===== src/hdl/sqd_pkg.sv =====
// Shared constants, payload types and controller codes for the shortest queue dispatcher.
package sqd_pkg;

   localparam int MAX_SERVERS = 8;
   localparam int QUEUE_DEPTH = 16;
   localparam int SRV_W  = (MAX_SERVERS > 1) ? $clog2(MAX_SERVERS) : 1;
   localparam int CNT_W  = $clog2(MAX_SERVERS + 1);
   localparam int PTR_W  = $clog2(QUEUE_DEPTH);
   localparam int LEN_W  = $clog2(QUEUE_DEPTH + 1);
   localparam int ADDR_W = $clog2(MAX_SERVERS * QUEUE_DEPTH);
   localparam int SLOTS  = MAX_SERVERS * QUEUE_DEPTH;
   localparam int TIME_W = 32;
   localparam int JOB_W  = 16;
   localparam int SVC_W  = 16;
   localparam int CFG_W  = 4;
   localparam int KIND_W = 2;
   localparam int IDX_W  = 3;

   localparam logic OP_TICK    = 1'b0;
   localparam logic OP_ARRIVAL = 1'b1;

   localparam logic [KIND_W-1:0] KIND_DONE    = 2'd0;
   localparam logic [KIND_W-1:0] KIND_QUEUED  = 2'd1;
   localparam logic [KIND_W-1:0] KIND_DROPPED = 2'd2;

   localparam logic [CFG_W-1:0] ACTIVE_RESET = 4'd8;

   typedef struct packed {
      logic             operation;
      logic [JOB_W-1:0] job_id;
      logic [SVC_W-1:0] service_time;
   } req_type;

   typedef struct packed {
      logic [KIND_W-1:0] kind;
      logic [JOB_W-1:0]  done_job;
      logic [IDX_W-1:0]  server_index;
      logic [TIME_W-1:0] event_time;
      logic              last_of_run;
   } rsp_type;

   typedef struct packed {
      logic [JOB_W-1:0] job_id;
      logic [SVC_W-1:0] service_time;
   } slot_type;

   typedef enum logic [2:0] {
      ST_IDLE,
      ST_ARRIVE,
      ST_READ,
      ST_CHECK,
      ST_FINISH
   } state_type;

   typedef struct packed {
      logic load;
      logic arrive;
      logic read;
      logic check;
      logic finish;
   } cmd_type;

   typedef struct packed {
      logic arrival;
      logic last_server;
   } status_type;

endpackage


===== src/hdl/sqd_ctrl.sv =====
// Controller state machine: sequences arrivals and the per-server tick sweep.
module sqd_ctrl import sqd_pkg::*; (
   input  logic       clock,
   input  logic       reset,
   input  logic       start,
   input  status_type status,
   output cmd_type    cmd,
   output logic       busy
);

   state_type state_ff;
   state_type state_in;

   always_ff @(posedge clock) begin
      if (reset) begin
         state_ff <= ST_IDLE;
      end else begin
         state_ff <= state_in;
      end
   end

   always_comb begin
      state_in = state_ff;
      cmd      = '0;
      busy     = 1'b1;
      case (state_ff)
         ST_IDLE: begin
            busy = 1'b0;
            if (start) begin
               cmd.load = 1'b1;
               state_in = status.arrival ? ST_ARRIVE : ST_READ;
            end
         end
         ST_ARRIVE: begin
            cmd.arrive = 1'b1;
            state_in   = ST_IDLE;
         end
         ST_READ: begin
            cmd.read = 1'b1;
            state_in = ST_CHECK;
         end
         ST_CHECK: begin
            cmd.check = 1'b1;
            state_in  = status.last_server ? ST_FINISH : ST_READ;
         end
         ST_FINISH: begin
            cmd.finish = 1'b1;
            state_in   = ST_IDLE;
         end
         default: begin
            state_in = ST_IDLE;
         end
      endcase
   end

endmodule


===== config.mk =====
export PLATFORM = sky130hd
export DESIGN_NAME = sqd_ctrl
export DESIGN_NICKNAME = d
export VERILOG_FILES = /design/src/hdl/sqd_pkg.sv /design/src/hdl/sqd_ctrl.sv
export SDC_FILE = /design/constraint.sdc
export NUM_CORES = 1
export LEC_CHECK = 0
export BUFFER_PORTS_ARGS = -buffer_cell sky130_fd_sc_hd__buf_2
export CAP_MARGIN = 10
export CORE_AREA = 5 5 42 44
export DETAILED_ROUTE_END_ITERATION = 7
export DIE_AREA = 0 0 47 49
export PLACE_DENSITY = 0.3
export SLEW_MARGIN = 0
export SYNTH_ARGS = -nofsm -noshare
export SYNTH_HDL_FRONTEND = slang
export SYNTH_SLANG_ARGS = --single-unit

===== constraint.sdc =====
create_clock -name clock -period 1.53 [get_ports clock]
set_input_delay 0.153 -clock clock [delete_from_list [all_inputs] [get_ports clock]]
set_output_delay 0.153 -clock clock [all_outputs]
set_load 0.02 [all_outputs]

==> results of run 1 <==
==> worst paths after layout <==
path	from	to	slack [ns]
setup / recovery	state_ff[0]	cmd[4]	0.14
hold reg to reg	state_ff[2]	state_ff[0]	0.56
setup reg to reg	state_ff[2]	state_ff[2]	0.61
hold / removal	reset	state_ff[0]	0.12
==> cell families after synthesis <==
logic type / after synthesis / share of synthesized area (%)
flops: 3 / 37.50
buf+inv: 1 / 2.342
compound gates: 3 / 12.50
simple gates: 10 / 47.66
==> cell usage in the layout (no fill, tap or decap) <==
| cell type | Yosys | final |
|---|---|---|
| a21boi_0 | 1 | 1 |
| a21oi_1 | 1 | 1 |
| and3b_1 | 1 | 1 |
| and3b_2 | 1 | 1 |
| buf_2 | 0 | 10 |
| clkbuf_1 | 0 | 1 |
| clkbuf_4 | 0 | 3 |
| dfxtp_1 | 3 | 3 |
| inv_1 | 1 | 1 |
| nor2_1 | 1 | 1 |
| nor2_2 | 1 | 1 |
| nor3b_1 | 4 | 4 |
| nor4_1 | 1 | 1 |
| o21a_1 | 1 | 1 |
| or3_4 | 1 | 1 |
==> worst max-delay path, cell delays in order (launching register included) <==
cell     delay [ns]
dfxtp_1        0.36
or3_4          0.41
nor2_2         0.08
buf_2          0.16
==> metal layers <==
layer	track usage, %	up-vias	routed length (µm)
met5	0	-	0
met4	5.530	0	0
met3	1.476	0	81
met2	5.882	11	185
met1	5.470	69	206
li1	-	89	-
==> power breakdown <==
group          total [mW]  internal (mW)  switching (mW)
combinational      0.0504         0.0231          0.0273
clock               0.138         0.0977          0.0405
sequential         0.0896         0.0828         0.00679
==> cell type report <==
cell class	count	area share, %
Timing Repair Buffer	10	19.51
Tap cell	16	7.805
Clock buffer	4	10.24
Multi-Input combinational cell	13	37.56
Inverter	1	1.463
Sequential cell	3	23.41
==> metrics.txt, run 1 <==
# TYPE chip_impl_metric gauge
chip_impl_info{name="synth_top_cell_by_area",value="dfxtp_1"} 1
chip_impl_info{name="worstSetupEndpointType",value="output port"} 1
chip_impl_metric{name="ctsHoldBuffers",unit=""} 0
chip_impl_metric{name="drt_iter0_markers",unit=""} 0
chip_impl_info{name="run_status",value="completed"} 1
chip_impl_info{name="registers.top_by_ff_count",value="state_ff"} 1
chip_impl_metric{name="synth.cell_area",unit="µm²"} 160.2
chip_impl_metric{name="clkSinkCount",unit=""} 3
chip_impl_metric{name="synth_area_per_cell",unit="µm²"} 9.421
chip_impl_metric{name="final_cell_area",unit="µm²"} 256.5
chip_impl_metric{name="synth-warning-count",unit=""} 0
chip_impl_metric{name="postCtsSetupBuffers",unit=""} 0
chip_impl_metric{name="finalNonFillerCells",unit=""} 47
chip_impl_metric{name="finalWirelength",unit="µm"} 473
chip_impl_metric{name="final_critical_path_setup_slack",unit="ns"} 0.1389
chip_impl_metric{name="grt_pass1_wl",unit="µm"} 738
chip_impl_metric{name="yosysUniqueCellTypes",unit=""} 12
chip_impl_metric{name="drt_pass1_iterations",unit=""} 1
chip_impl_metric{name="port_buffers",unit=""} 10
chip_impl_metric{name="multi_input_logic_area",unit="µm²"} 96.34
chip_impl_metric{name="layout-drive-gt1-share",unit="%"} 51.61
chip_impl_info{name="regs_by_ff_count",value="state_ff (3)"} 1
chip_impl_metric{name="crit_fanout",unit=""} 8
chip_impl_metric{name="hpwl",unit="µm"} 381.8
chip_impl_metric{name="max_freq",unit="MHz"} 718.8
chip_impl_info{name="synthFlopType",value="dfxtp_1"} 1
chip_impl_info{name="timing.setup.critical_path_class",value="reg2out"} 1
chip_impl_info{name="worstSetupStartpointType",value="register"} 1
chip_impl_metric{name="drt-wirelength-per-cell",unit="µm"} 10.06
chip_impl_metric{name="max-cap-violations",unit=""} 0
chip_impl_metric{name="largest_reg_flops",unit=""} 3
chip_impl_metric{name="synth_edf_count",unit=""} 0
chip_impl_metric{name="worst-r2r-cell-count",unit=""} 2
chip_impl_metric{name="cellPowerDensity",unit="mW/mm²"} 1085
chip_impl_metric{name="required",unit="ns"} 1.38
chip_impl_metric{name="cts_max_level",unit=""} 1
chip_impl_info{name="tritoncts",value="yes"} 1
chip_impl_metric{name="synthesis_to_finish_area_growth",unit="%"} 60.16
chip_impl_metric{name="fin_setup_tns",unit="ns"} 0
chip_impl_metric{name="chipHeight",unit="µm"} 49
chip_impl_metric{name="synth_seq_area_share",unit="%"} 37.50
chip_impl_metric{name="placedCellCount",unit=""} 43
chip_impl_metric{name="worst_ir_drop_vdd",unit="V"} 0.0002549
chip_impl_metric{name="timing.final.hold_violations",unit=""} 0
chip_impl_metric{name="io_pins",unit=""} 11
chip_impl_metric{name="worst_skew_pair.late_latency",unit="ns"} 0.23
chip_impl_metric{name="place_congestion",unit=""} 0.6925
chip_impl_info{name="synthTopCellsByCount",value="4 x nor3b_1, 3 x dfxtp_1"} 1
chip_impl_metric{name="initial_core_util",unit="%"} 11.43
chip_impl_info{name="hold_path_class",value="in2reg"} 1
chip_impl_metric{name="grt_pass1_vias",unit=""} 190
chip_impl_info{name="clockRootBuffer",value="clkbuf_4"} 1
chip_impl_metric{name="ys_ff_latch",unit=""} 3
chip_impl_info{name="rsz0062_at_grt",value="no"} 1
chip_impl_metric{name="post_cts_resize_count",unit=""} 0
chip_impl_metric{name="design.die.area",unit="mm²"} 0.002303
chip_impl_metric{name="cts_buffer_depth",unit=""} 2
chip_impl_metric{name="floorplan.core_area",unit="mm²"} 0.001401
chip_impl_metric{name="grt_start_max_net_pins",unit=""} 9
chip_impl_metric{name="timing.hold.ws",unit="ns"} 0.1176
chip_impl_metric{name="holdPathStages",unit=""} 2
chip_impl_metric{name="via_cell_ratio",unit=""} 3.596
chip_impl_metric{name="pin_slew_with_the_least_headroom_to_its_limit",unit="ns"} 0.2351
chip_impl_metric{name="p_total",unit="µW"} 278.3
chip_impl_metric{name="util_after_layout",unit="%"} 18.30
chip_impl_metric{name="syn_nets",unit=""} 22
chip_impl_metric{name="remaining_drc_errors",unit=""} 0
chip_impl_metric{name="grt_usage",unit="%"} 4.712
chip_impl_metric{name="final-seq-area",unit="µm²"} 60.06
chip_impl_metric{name="timing.max_slew.rel_slack",unit="%"} 84.18
chip_impl_metric{name="cp_data_arrival_time",unit="ns"} 1.24
chip_impl_metric{name="number_of_failing_setup_endpoints_in_the_final_timing_report",unit=""} 0
chip_impl_metric{name="synthesis.instances",unit=""} 17
chip_impl_metric{name="synth.top_cell.area_share",unit="%"} 37.50
chip_impl_info{name="most_frequent_cell_after_synthesis",value="nor3b_1"} 1
chip_impl_metric{name="asyncSetResetFlopFracSynth",unit="%"} 0
chip_impl_metric{name="grt_antenna_before_repair",unit=""} 0
chip_impl_metric{name="grt_remaining_overflow",unit=""} 0
chip_impl_metric{name="final.fill_count",unit=""} 166
chip_impl_metric{name="number_of_cts_inserted_buffers",unit=""} 3
chip_impl_metric{name="place_area",unit="µm²"} 230.2
chip_impl_metric{name="chipWidth",unit="µm"} 47
chip_impl_metric{name="finalWorstPathRequiredPeriod",unit="ns"} 1.391
chip_impl_metric{name="p_leak",unit="nW"} 0.1274
chip_impl_metric{name="dp_worst_setup_slack",unit="ns"} 0.3701
chip_impl_metric{name="total_via_count_after_detailed_routing",unit=""} 169
chip_impl_metric{name="antenna-diode-count",unit=""} 0
chip_impl_metric{name="final_min_period_over_clock_period",unit="%"} 90.92
chip_impl_metric{name="worst_setup_hold_path_clk_slew",unit="ns"} 0.03
chip_impl_metric{name="clock-skew-final",unit="ns"} 0.003740
chip_impl_metric{name="final_antenna_net_count",unit=""} 0
chip_impl_info{name="top_area_cells_in_the_synthesized_netlist",value="dfxtp_1 38%, nor3b_1 19%, or3_4 7.0%"} 1
chip_impl_metric{name="slew_viol_final",unit=""} 0
chip_impl_metric{name="final_nets",unit=""} 37
chip_impl_metric{name="core.rowCount",unit=""} 14
Note: power is estimated with default switching activity, not from simulation.
==> inputs of run 2 (changes only) <==
- CTS_BUF_LIST: default -> sky130_fd_sc_hd__clkbuf_8
==> metrics.txt, run 2 (synthesized netlist as in run 1, its figures left out) <==
# TYPE chip_impl_metric gauge
chip_impl_metric{name="util_after_layout",unit="%"} 19.64
chip_impl_metric{name="dp_worst_setup_slack",unit="ns"} 0.3701
chip_impl_metric{name="grt_remaining_overflow",unit=""} 0
chip_impl_info{name="registers.top_by_ff_count",value="state_ff"} 1
chip_impl_metric{name="final_cell_area",unit="µm²"} 275.3
chip_impl_metric{name="drt_pass1_iterations",unit=""} 1
chip_impl_metric{name="antenna-diode-count",unit=""} 0
chip_impl_metric{name="fin_setup_tns",unit="ns"} 0
chip_impl_metric{name="final.fill_count",unit=""} 165
chip_impl_metric{name="cts_buffer_depth",unit=""} 2
chip_impl_metric{name="grt_start_max_net_pins",unit=""} 9
chip_impl_metric{name="layout-drive-gt1-share",unit="%"} 51.61
chip_impl_metric{name="finalWorstPathRequiredPeriod",unit="ns"} 1.376
chip_impl_metric{name="place_congestion",unit=""} 0.6925
chip_impl_metric{name="cell_internal_pwr",unit="µW"} 277.0
chip_impl_metric{name="design.die.area",unit="mm²"} 0.002303
chip_impl_metric{name="floorplan.core_area",unit="mm²"} 0.001401
chip_impl_metric{name="crit_fanout",unit=""} 8
chip_impl_metric{name="placedCellCount",unit=""} 43
chip_impl_metric{name="synthesis_to_finish_area_growth",unit="%"} 71.87
chip_impl_info{name="tritoncts",value="yes"} 1
chip_impl_metric{name="final-seq-area",unit="µm²"} 60.06
chip_impl_metric{name="io_pins",unit=""} 11
chip_impl_metric{name="multi_input_logic_area",unit="µm²"} 96.34
chip_impl_info{name="timing.setup.critical_path_class",value="reg2out"} 1
chip_impl_metric{name="worst_ir_drop_vdd",unit="V"} 0.0003761
chip_impl_metric{name="hpwl",unit="µm"} 381.8
chip_impl_metric{name="final_critical_path_setup_slack",unit="ns"} 0.1541
chip_impl_metric{name="power.combinational.fraction",unit="%"} 13.8
chip_impl_metric{name="final_min_period_over_clock_period",unit="%"} 89.93
chip_impl_metric{name="total_via_count_after_detailed_routing",unit=""} 175
chip_impl_metric{name="finalNonFillerCells",unit=""} 47
chip_impl_info{name="regs_by_ff_count",value="state_ff (3)"} 1
chip_impl_metric{name="p_leak",unit="nW"} 0.1393
chip_impl_metric{name="grt_usage",unit="%"} 5.274
chip_impl_info{name="run_status",value="completed"} 1
chip_impl_metric{name="netSwitchingPower",unit="µW"} 87.76
chip_impl_metric{name="clkSinkCount",unit=""} 3
chip_impl_metric{name="ff2ff_setup_slack",unit="ns"} 0.61
chip_impl_metric{name="final_antenna_net_count",unit=""} 0
chip_impl_metric{name="cellPowerDensity",unit="mW/mm²"} 1325
chip_impl_metric{name="relative_contribution_of_the_clock_network_to_total_power",unit="%"} 61.6
chip_impl_metric{name="required",unit="ns"} 1.38
chip_impl_metric{name="final_nets",unit=""} 37
chip_impl_metric{name="worst_skew_pair.late_latency",unit="ns"} 0.22
chip_impl_metric{name="initial_core_util",unit="%"} 11.43
chip_impl_metric{name="timing.hold.ws",unit="ns"} 0.1319
chip_impl_metric{name="finalWirelength",unit="µm"} 485
chip_impl_info{name="most_frequent_cells_in_the_layout",value="10 x buf_2, 4 x nor3b_1, 3 x clkbuf_8, 3 x dfxtp_1, 2 x inv_1"} 1
chip_impl_info{name="worstSetupStartpointType",value="register"} 1
chip_impl_info{name="rsz0062_at_grt",value="no"} 1
chip_impl_metric{name="post_cts_resize_count",unit=""} 0
chip_impl_metric{name="via_cell_ratio",unit=""} 3.723
chip_impl_metric{name="drt_iter0_markers",unit=""} 0
chip_impl_metric{name="grt_pass1_wl",unit="µm"} 793
chip_impl_metric{name="largest_reg_flops",unit=""} 3
chip_impl_metric{name="core.rowCount",unit=""} 14
chip_impl_metric{name="cts_max_level",unit=""} 1
chip_impl_metric{name="grt_pass1_vias",unit=""} 200
chip_impl_metric{name="postCtsSetupBuffers",unit=""} 0
chip_impl_metric{name="worst_setup_hold_path_clk_slew",unit="ns"} 0.03
chip_impl_metric{name="port_buffers",unit=""} 10
chip_impl_metric{name="power_share_of_the_sequential_group",unit="%"} 24.6
chip_impl_metric{name="grt_antenna_before_repair",unit=""} 0
chip_impl_metric{name="timing.final.hold_violations",unit=""} 0
chip_impl_metric{name="clock-skew-final",unit="ns"} 0.002177
chip_impl_metric{name="power.switching_fraction",unit="%"} 24.06
chip_impl_metric{name="drt-wirelength-per-cell",unit="µm"} 10.32
chip_impl_metric{name="ctsHoldBuffers",unit=""} 0
chip_impl_metric{name="max-cap-violations",unit=""} 0
chip_impl_metric{name="pin_slew_with_the_least_headroom_to_its_limit",unit="ns"} 0.2352
chip_impl_info{name="hold_path_class",value="in2reg"} 1
chip_impl_metric{name="timing.max_slew.rel_slack",unit="%"} 84.18
chip_impl_info{name="worstSetupEndpointType",value="output port"} 1
chip_impl_metric{name="max_freq",unit="MHz"} 726.8
chip_impl_metric{name="cp_data_arrival_time",unit="ns"} 1.22
chip_impl_metric{name="remaining_drc_errors",unit=""} 0
chip_impl_info{name="mostFrequentLayoutCell",value="buf_2"} 1
chip_impl_info{name="clockRootBuffer",value="clkbuf_8"} 1
chip_impl_metric{name="place_area",unit="µm²"} 230.2
chip_impl_metric{name="chipHeight",unit="µm"} 49
chip_impl_metric{name="number_of_cts_inserted_buffers",unit=""} 3
chip_impl_metric{name="slew_viol_final",unit=""} 0
chip_impl_metric{name="p_total",unit="µW"} 364.7
chip_impl_metric{name="number_of_failing_setup_endpoints_in_the_final_timing_report",unit=""} 0
chip_impl_metric{name="chipWidth",unit="µm"} 47
run 2: changes by cell type in the layout (fill, tap and decap cells not counted):
cell | before | now
clkbuf_4 | 3 | 0
clkbuf_8 | 0 | 3
clkbuf_1 | 1 | 0
inv_1 | 1 | 2
run 2: metal layers:
layer	track usage [%]	up-vias	part of all wire (%)
li1	-	89	-
met1	5.908	69	42
met5	0	-	0
met4	6.912	0	5.2
met2	5.882	14	33
met3	2.583	3	19
run 2: worst max-delay path: stages, from the launching register on:
cell	delay [ns]
dfxtp_1	0.36
or3_4	0.41
nor2_2	0.08
buf_2	0.16
run 2: final cells by class:
type | instances | area share [%]
tap | 16 | 7.273
sequential | 3 | 21.82
clock inverter | 1 | 1.364
multi-input combinational | 13 | 35.00
timing repair buffer | 10 | 18.18
inverter | 1 | 1.364
clock buffer | 3 | 15.00
run 2: power by group through the flow:
| stage | Combinational, mW | Sequential (mW) | Clock, mW |
|---|---|---|---|
| finish | 0.0504 | 0.0897 | 0.225 |
| global route | 0.0549 | 0.0909 | 0.241 |
| CTS | 0.0517 | 0.0901 | 0.232 |
| detailed placement | 0.0515 | 0.0911 | 0 |
| global placement | 0.0506 | 0.0908 | 0 |
| floorplan | 0.0330 | 0.0889 | 0 |
run 2: final timing paths:
path / cells after the start / to / from
setup / recovery: 3 / cmd[4] / state_ff[0]
hold / removal: 2 / state_ff[0] / reset
setup reg to reg: 2 / state_ff[2] / state_ff[2]
hold reg to reg: 1 / state_ff[0] / state_ff[2]
==> inputs of run 3 (changes only) <==
- CTS_BUF_LIST: sky130_fd_sc_hd__clkbuf_8 -> sky130_fd_sc_hd__clkbuf_4 sky130_fd_sc_hd__clkbuf_8
==> metrics.txt, run 3 (synthesized netlist as in run 1, its figures left out) <==
# TYPE chip_impl_metric gauge
chip_impl_info{name="worstSetupEndpointType",value="output port"} 1
chip_impl_info{name="regs_by_ff_count",value="state_ff (3)"} 1
chip_impl_metric{name="synthesis_to_finish_area_growth",unit="%"} 62.50
chip_impl_metric{name="worst_setup_hold_path_clk_slew",unit="ns"} 0.03
chip_impl_info{name="worst_path_max_delay_cell",value="or3_4"} 1
chip_impl_metric{name="chipWidth",unit="µm"} 47
chip_impl_metric{name="drt_pass1_iterations",unit=""} 1
chip_impl_metric{name="final_min_period_over_clock_period",unit="%"} 90.99
chip_impl_metric{name="place_congestion",unit=""} 0.6925
chip_impl_metric{name="clkSinkCount",unit=""} 3
chip_impl_metric{name="drt_iter0_markers",unit=""} 0
chip_impl_metric{name="clock-skew-final",unit="ns"} 0.003579
chip_impl_metric{name="via_cell_ratio",unit=""} 3.596
chip_impl_metric{name="port_buffers",unit=""} 10
chip_impl_metric{name="largest_reg_flops",unit=""} 3
chip_impl_metric{name="total_via_count_after_detailed_routing",unit=""} 169
chip_impl_metric{name="postCtsSetupBuffers",unit=""} 0
chip_impl_metric{name="worst-r2r-cell-count",unit=""} 2
chip_impl_metric{name="cp_data_arrival_time",unit="ns"} 1.24
chip_impl_metric{name="grt_pass1_wl",unit="µm"} 738
chip_impl_metric{name="drt-wirelength-per-cell",unit="µm"} 10.11
chip_impl_metric{name="initial_core_util",unit="%"} 11.43
chip_impl_metric{name="hpwl",unit="µm"} 381.8
chip_impl_metric{name="cts_buffer_depth",unit=""} 2
chip_impl_metric{name="pin_slew_with_the_least_headroom_to_its_limit",unit="ns"} 0.2351
chip_impl_metric{name="ctsHoldBuffers",unit=""} 0
chip_impl_info{name="worstSetupStartpointType",value="register"} 1
chip_impl_metric{name="finalWirelength",unit="µm"} 475
chip_impl_info{name="clockRootBuffer",value="clkbuf_4"} 1
chip_impl_metric{name="grt_pass1_vias",unit=""} 190
chip_impl_metric{name="final_antenna_net_count",unit=""} 0
chip_impl_metric{name="worst_ir_drop_vdd",unit="V"} 0.0002399
chip_impl_metric{name="remaining_drc_errors",unit=""} 0
chip_impl_metric{name="final_nets",unit=""} 37
chip_impl_metric{name="post_cts_resize_count",unit=""} 0
chip_impl_info{name="registers.top_by_ff_count",value="state_ff"} 1
chip_impl_metric{name="slew_viol_final",unit=""} 0
chip_impl_metric{name="number_of_cts_inserted_buffers",unit=""} 3
chip_impl_metric{name="p_total",unit="µW"} 296.6
chip_impl_metric{name="worst_skew_pair.late_latency",unit="ns"} 0.23
chip_impl_metric{name="worst_path_largest_cell_delay",unit="ns"} 0.41
chip_impl_info{name="timing.critical_path.cells",value="or3_4, nor2_2, buf_2"} 1
chip_impl_info{name="most_frequent_cells_in_the_layout",value="10 x buf_2, 4 x nor3b_1, 4 x clkbuf_4"} 1
chip_impl_info{name="tritoncts",value="yes"} 1
chip_impl_metric{name="layout-drive-gt1-share",unit="%"} 54.84
chip_impl_metric{name="final.fill_count",unit=""} 165
chip_impl_metric{name="max_freq",unit="MHz"} 718.3
chip_impl_metric{name="grt_start_max_net_pins",unit=""} 9
chip_impl_info{name="timing.setup.critical_path_class",value="reg2out"} 1
chip_impl_metric{name="fin_setup_tns",unit="ns"} 0
chip_impl_metric{name="timing.final.hold_violations",unit=""} 0
chip_impl_metric{name="crit_fanout",unit=""} 8
chip_impl_info{name="hold_path_class",value="in2reg"} 1
chip_impl_metric{name="finalWorstPathRequiredPeriod",unit="ns"} 1.392
chip_impl_metric{name="p_leak",unit="nW"} 0.1308
chip_impl_metric{name="core.rowCount",unit=""} 14
chip_impl_metric{name="grt_usage",unit="%"} 4.712
chip_impl_info{name="rsz0062_at_grt",value="no"} 1
chip_impl_metric{name="grt_remaining_overflow",unit=""} 0
chip_impl_metric{name="required",unit="ns"} 1.38
chip_impl_metric{name="chipHeight",unit="µm"} 49
chip_impl_metric{name="design.die.area",unit="mm²"} 0.002303
chip_impl_info{name="mostFrequentLayoutCell",value="buf_2"} 1
chip_impl_metric{name="holdPathStages",unit=""} 2
chip_impl_info{name="run_status",value="completed"} 1
chip_impl_metric{name="grt_antenna_before_repair",unit=""} 0
chip_impl_metric{name="io_pins",unit=""} 11
chip_impl_metric{name="timing.max_slew.rel_slack",unit="%"} 84.18
chip_impl_metric{name="max-cap-violations",unit=""} 0
chip_impl_metric{name="cts_max_level",unit=""} 1
chip_impl_metric{name="cellPowerDensity",unit="mW/mm²"} 1140
chip_impl_metric{name="number_of_failing_setup_endpoints_in_the_final_timing_report",unit=""} 0
chip_impl_metric{name="floorplan.core_area",unit="mm²"} 0.001401
chip_impl_metric{name="antenna-diode-count",unit=""} 0
run 3: cell count changes in the layout (fill, tap and decap cells not counted):
cell      change
clkbuf_4      +4
inv_1         -1
clkbuf_8      -3
run 3: per-stage QoR:
stage | cells | hold WS, ns | utilization, % | setup slack (ns) | cell area, µm²
after floorplan | 17 | 0.2301 | - | 0.3895 | 160.2
after global placement | 43 | 0.3517 | 16.43 | 0.3924 | 230.2
after detailed placement | 43 | 0.3594 | 16.43 | 0.3701 | 230.2
after CTS | 47 | 0.1103 | 18.57 | 0.1173 | 260.3
after global routing | 47 | 0.1182 | 18.57 | 0.08605 | 260.3
final | 47 | 0.1166 | 18.57 | 0.1379 | 260.3
run 3: metal layers:
layer | track usage (%) | vias up | wire, µm
met4 | 5.530 | 0 | 0
met3 | 1.476 | 0 | 81
met5 | 0 | - | 0
met2 | 5.882 | 11 | 187
met1 | 5.470 | 69 | 206
li1 | - | 89 | -
run 3: area by class of cell:
| cell class | instances | area (µm²) | share of cell area, % |
|---|---|---|---|
| multi-input cells | 13 | 96.34 | 37.02 |
| well taps | 16 | 20.02 | 7.692 |
| repair buffers | 10 | 50.05 | 19.23 |
| clock buffers | 4 | 30.03 | 11.54 |
| flip-flops and latches | 3 | 60.06 | 23.08 |
| inverters | 1 | 3.754 | 1.442 |
run 3: critical path, delay by kind of cell, from the launching register on:
family,cells,cell delay (ns)
DFF,1,0.36
buffers and inverters,1,0.16
and+or+nand+nor,2,0.49
run 3: path summary, 6_finish.rpt:
| kind | from | end | slack, ns |
|---|---|---|---|
| setup / recovery | state_ff[0] | cmd[4] | 0.14 |
| hold / removal | reset | state_ff[0] | 0.12 |
| setup reg to reg | state_ff[2] | state_ff[2] | 0.61 |
| hold reg to reg | state_ff[2] | state_ff[0] | 0.56 |
run 3: power breakdown:
part           switching, mW  internal, mW
clock                 0.0411         0.115
sequential           0.00679        0.0828
combinational         0.0273        0.0231
total                 0.0752         0.221
